## src/hdl/lmsp_pkg.sv

```systemverilog
// Shared types, codes and constants for the slew-limited motor speed and position loop.
// Depends on nothing; every other file refers to it by scoped names.
package lmsp_pkg;

  localparam int unsigned DataW   = 32;
  localparam int unsigned StepW   = 31;
  localparam int unsigned GainW   = 24;
  localparam int unsigned CfgIdxW = 2;

  // opcodes
  localparam logic [1:0] OpTick    = 2'd0;
  localparam logic [1:0] OpLoadVel = 2'd1;
  localparam logic [1:0] OpLoadPos = 2'd2;

  // tick modes
  localparam logic [1:0] ModeIdle = 2'd0;
  localparam logic [1:0] ModeVel  = 2'd1;
  localparam logic [1:0] ModePos  = 2'd2;

  // configuration register indexes
  localparam logic [CfgIdxW-1:0] CfgStepLimit = 2'd0;
  localparam logic [CfgIdxW-1:0] CfgPosGain   = 2'd1;

  localparam logic [StepW-1:0] StepLimitRst = 31'd65536;
  localparam logic [GainW-1:0] PosGainRst   = 24'd66;

  typedef struct packed {
    logic [1:0]              opcode;
    logic [1:0]              cmd_mode;
    logic signed [DataW-1:0] target_value;
    logic signed [DataW-1:0] load_value;
  } in_t;

  typedef struct packed {
    logic [StepW-1:0]        drive_magnitude;
    logic                    drive_direction;
    logic signed [DataW-1:0] new_velocity;
  } out_t;

  typedef struct packed {
    logic [StepW-1:0] step_limit;
    logic [GainW-1:0] position_gain;
  } cfg_t;

  // state updates from one processed beat
  typedef struct packed {
    logic                    has_result;
    logic                    vel_we;
    logic signed [DataW-1:0] vel_d;
    logic                    pos_we;
    logic signed [DataW-1:0] pos_d;
    logic                    dir_we;
    logic                    dir_d;
  } upd_t;

endpackage

```

## src/hdl/lmsp_cfg_regs.sv

```systemverilog
// Configuration register file: step limit and position gain.
// Depends on lmsp_pkg.
module lmsp_cfg_regs (
  input  logic                         clk_i,
  input  logic                         rst_ni,
  input  logic                         cfg_valid_i,
  output logic                         cfg_ready_o,
  input  logic [lmsp_pkg::CfgIdxW-1:0] cfg_index_i,
  input  logic [lmsp_pkg::DataW-1:0]   cfg_data_i,
  output lmsp_pkg::cfg_t               cfg_o
);

  lmsp_pkg::cfg_t cfg_q, cfg_d;

  assign cfg_ready_o = 1'b1;

  always_comb begin
    cfg_d = cfg_q;
    if (cfg_valid_i) begin
      case (cfg_index_i)
        lmsp_pkg::CfgStepLimit: cfg_d.step_limit    = cfg_data_i[lmsp_pkg::StepW-1:0];
        lmsp_pkg::CfgPosGain:   cfg_d.position_gain = cfg_data_i[lmsp_pkg::GainW-1:0];
        default:                cfg_d = cfg_q;  // drop writes to unknown indexes
      endcase
    end
  end

  always_ff @(posedge clk_i or negedge rst_ni) begin
    if (!rst_ni) begin
      cfg_q.step_limit    <= lmsp_pkg::StepLimitRst;
      cfg_q.position_gain <= lmsp_pkg::PosGainRst;
    end else begin
      cfg_q <= cfg_d;
    end
  end

  assign cfg_o = cfg_q;

endmodule

```

## config.mk

```make
export PLATFORM = sky130hd
export DESIGN_NAME = lmsp_cfg_regs
export DESIGN_NICKNAME = d
export VERILOG_FILES = /design/src/hdl/lmsp_pkg.sv /design/src/hdl/lmsp_cfg_regs.sv
export SDC_FILE = /design/constraint.sdc
export NUM_CORES = 1
export LEC_CHECK = 0
export BUFFER_PORTS_ARGS = -buffer_cell sky130_fd_sc_hd__buf_2
export CORE_MARGIN = 3
export CORE_UTILIZATION = 50
export CTS_BUF_LIST = sky130_fd_sc_hd__clkbuf_8 sky130_fd_sc_hd__clkbuf_16
export CTS_CLUSTER_DIAMETER = 50
export DETAILED_ROUTE_END_ITERATION = 16
export PLACE_DENSITY = 0.81
export SLEW_MARGIN = 20
export SYNTH_ARGS = -nofsm -noshare
export SYNTH_HDL_FRONTEND = slang
export SYNTH_SLANG_ARGS = --single-unit
```

## constraint.sdc

```tcl
create_clock -name clk_i -period 1.6 [get_ports clk_i]
set_input_delay 0.08 -clock clk_i [delete_from_list [all_inputs] [get_ports clk_i]]
set_output_delay 0.08 -clock clk_i [all_outputs]
set_load 0.01 [all_outputs]
```

Word level (Yosys, flattened, before mapping)
Cells that the tools add are included.
{ "totals": {"register_bits": 55, "inputBits": 37, "wordCells": 6} }
{ "op_classes": {"n_eq_ne": 1, "reduce_logical": 3} }
{ "op_table": {"columns": ["operator", "n"], "rows": [
  ["AND reduction 2 bit", 2],
  ["== test 2 x 1 -> 1 bit (second input constant)", 1],
  ["zero test 2 bit", 1]
]} }

Logic depth before layout (Yosys ltp)
{ "logic_depth": {"ltp_word": 2, "depth_mapped": 3} }

Least setup slack after synthesis
Ideal clock, no wire load.
{ "synth_path": {"kind": "in2reg", "startpoint": "in cfg_index_i[1] (netlist name)", "endpoint": "reg cfg_q, in the netlist cfg_o[25]", "setup_ns": 0.125, "arrival_time_ns": 0.850, "required_time_ns": 1.475, "setup_slack_ns": 0.625, "path_stages": 3, "cell_sequence": "nor3b_4 -> buf_6 -> mux2_2"} }
{ "synth_between": {"elab_chain_len": 2} }
{ "synth_lines": {"columns": ["item", "line", "rtl"], "rows": [
  ["from (decl)", "lmsp_cfg_regs.sv:8", "input logic [lmsp_pkg::CfgIdxW-1:0] cfg_index_i,"],
  ["zero test 2 bit", "lmsp_cfg_regs.sv:20", "case (cfg_index_i)"],
  ["AND reduction 2 bit (no line)", null, null],
  ["to (signal assigned)", "lmsp_cfg_regs.sv:33", "cfg_q <= cfg_d;"],
  ["to (decl)", "lmsp_cfg_regs.sv:13", "lmsp_pkg::cfg_t cfg_q, cfg_d;"]
]} }
No other way between the ends.
A chain may end at the register's enable or synchronous reset.

Worst setup path after layout
{ "layout_path": {"startpoint": "reg cfg_q, in the netlist cfg_o[6]", "endpoint": "out cfg_o[6] (netlist name)"} }
{ "layout_rtl": {"columns": ["item", "line", "rtl"], "rows": [
  ["to (decl)", "lmsp_cfg_regs.sv:10", "output lmsp_pkg::cfg_t cfg_o"]
]} }
No word-level cell between the ends.

==> run metrics <==
Core ar.=3850 um^2; crit path capture type=output port; RSZ-0062 raised after global routing=no; CTS Buf Count=5; final hold vios=0; vias per cell=5.06; simple-gate share of the synthesized area=1.84%; DRC=0; most frequent cells in the layout=buf_2 (90), mux2_2 (52), dfrtp_1 (52); largest family of logic cells by synthesized area=multiplexers; Resize count post-CTS=0; clock sinks=55; area share of xor/xnor cells in the synthesized design=0%; Final Skew=0 ps; first-pass GRT wire length=7.21 mm; Worst Path Buf+Inv=1; Post-Synthesis Cells=119; Relative slew margins=56.0%; clk slew on worst S/H paths=90 ps; Tot GR Track Use=18.3%; Yosys warning count=0; DR pass1 iterations=3; design area=2760 um^2; Skew-Pair Late Insertion Delay=290 ps; CP Launch Type=register; fraction of the mapped netlist area in adder cells=0%; Fmax=0.948 GHz; crit path DAT=980 ps; CTS root buf=clkbuf_8; gr ovfl total=0; Final WS setup=545 ps; Crit path largest cell delay=540 ps; initial antenna violation count=0; final WL=4.28 mm; Worst Hold Class=input port to register; CTS HTree Levels=2; register bit total from synthesis=55; ANT nets after route=0; Distinct cells, synth=9; fraction of layout cells with a size suffix above 1=71.7%; most common cell after layout, fill and taps aside=buf_2; # Max-Cap Violations=0; leakage=1.35 nW; Cell Rows=22; PwrDens=1280 nW/um^2; Seq/Total Area, Yosys=65.5%; maximum vdd ir drop=0.790 mV; Post-CTS Setup Bufs=0; Layout Nets=255; CTS max path bufs=2; largest net degree at the start of global routing=56; Core Util, Final=71.6%; post-synthesis cell area=2110 um^2; mux contribution to synthesized area=29.4%; WL per Instance=16.0 um; P&R area growth vs syn=31.0%; slowest CP cell=dfstp_2; Ports=93; dpl hpwl=3.15 mm; # diodes=0; Die Span X=70.9 um; min Tclk post-route=1060 ps; final setup vio count=0; compound-cell area share of the yosys netlist=0%; Die Ht=70.9 um; # fillers=277; syn_area_per_cell=17.7 um^2; Slew Limit Fails=0; Post-Syn Nets=156; Vias=1,350; Top delay family on crit path=flip-flops; Tcrit/Tclk final=66.0%; input/output buffers=90; CTS tree=done; dpl cell area=2580 um^2; pre-CTS setup slack=425 ps; vias in the first global route=1,475; critical-path cell list=buf_2; R2R Setup Slk=810 ps; CP Max Fanout=2; initial core utilization=54.6%; Least-Margin Pin Slew=660 ps; max reg flops=55; Die ar.=5030 um^2; critical path class=register to output port; Setup TNS Final=0 ps; Initial DRC Count=59; status=finished, final reports clean; Final GP Congestion=0.723; Crit path required time=1520 ps
==> logic make-up after synthesis <==
family / count (synthesis)
flops: 55
simple gates: 2
other cells: 1
mux: 55
buf+inv: 6
==> cells in the mapped netlist <==
master	count	area, um^2
conb_1	1	3.75
nand3b_4	1	20.0
mux2_1	3	33.8
dfstp_2	3	78.8
dfrtp_1	52	1300
mux2_2	52	586
nor3b_4	1	18.8
buf_4	1	7.51
buf_6	5	56.3
==> final timing paths <==
| kind | from | to | depth (start not counted) |
|---|---|---|---|
| max in group asynchronous | rst_ni | cfg_o[54] | 3 |
| hold reg to reg | cfg_o[54] | cfg_o[54] | 1 |
| setup / recovery | cfg_o[6] | cfg_o[6] | 1 |
| min in group asynchronous | rst_ni | cfg_o[21] | 3 |
| setup reg to reg | cfg_o[5] | cfg_o[5] | 1 |
| hold / removal | cfg_data_i[29] | cfg_o[53] | 2 |
==> report_power, final <==
part	internal [W]	total (W)	leakage [nW]	switching (W)
Combinational	0.000425	0.000800	0.644	0.000376
Sequential	0.00166	0.00180	0.647	0.000133
Clock	0.000506	0.000923	0.0612	0.000417
==> cell type report <==
| cell class | instances | area (um^2) | share of cell area [%] |
|---|---|---|---|
| flip-flops and latches | 55 | 1380 | 50.0 |
| multi-input cells | 58 | 662 | 24.0 |
| clock buffers | 6 | 82.6 | 2.99 |
| repair buffers | 98 | 538 | 19.5 |
| clock inverters | 2 | 35.0 | 1.27 |
| well taps | 48 | 60.1 | 2.18 |
==> what timing repair did <==
| action | CTS | global route |
|---|---|---|
| hold buffers | 6 | 0 |
| endpoints found under the hold margin | 57 | 0 |
| setup endpoints to repair | 0 | 0 |
==> per-layer routing <==
metal | routed length, um | up-vias | GRT usage [%] | part of all wire (%)
met5 | 0 | - | 0 | 0
met2 | 2150 | 63 | 31.5 | 50
met4 | 44 | 0 | 3.76 | 1.0
li1 | - | 612 | - | -
met1 | 1650 | 670 | 21.6 | 39
met3 | 432 | 5 | 7.39 | 10
==> metrics by stage <==
step                total power, W  hold WS (ps)  cells
finish                     0.00352          13.4    267
global route               0.00371          2.61    267
CTS                        0.00357         0.808    267
detailed placement         0.00263           237    253
global placement           0.00257           216    253
floorplan                  0.00221          -216    119
Note: power is estimated with default switching activity, not from simulation.
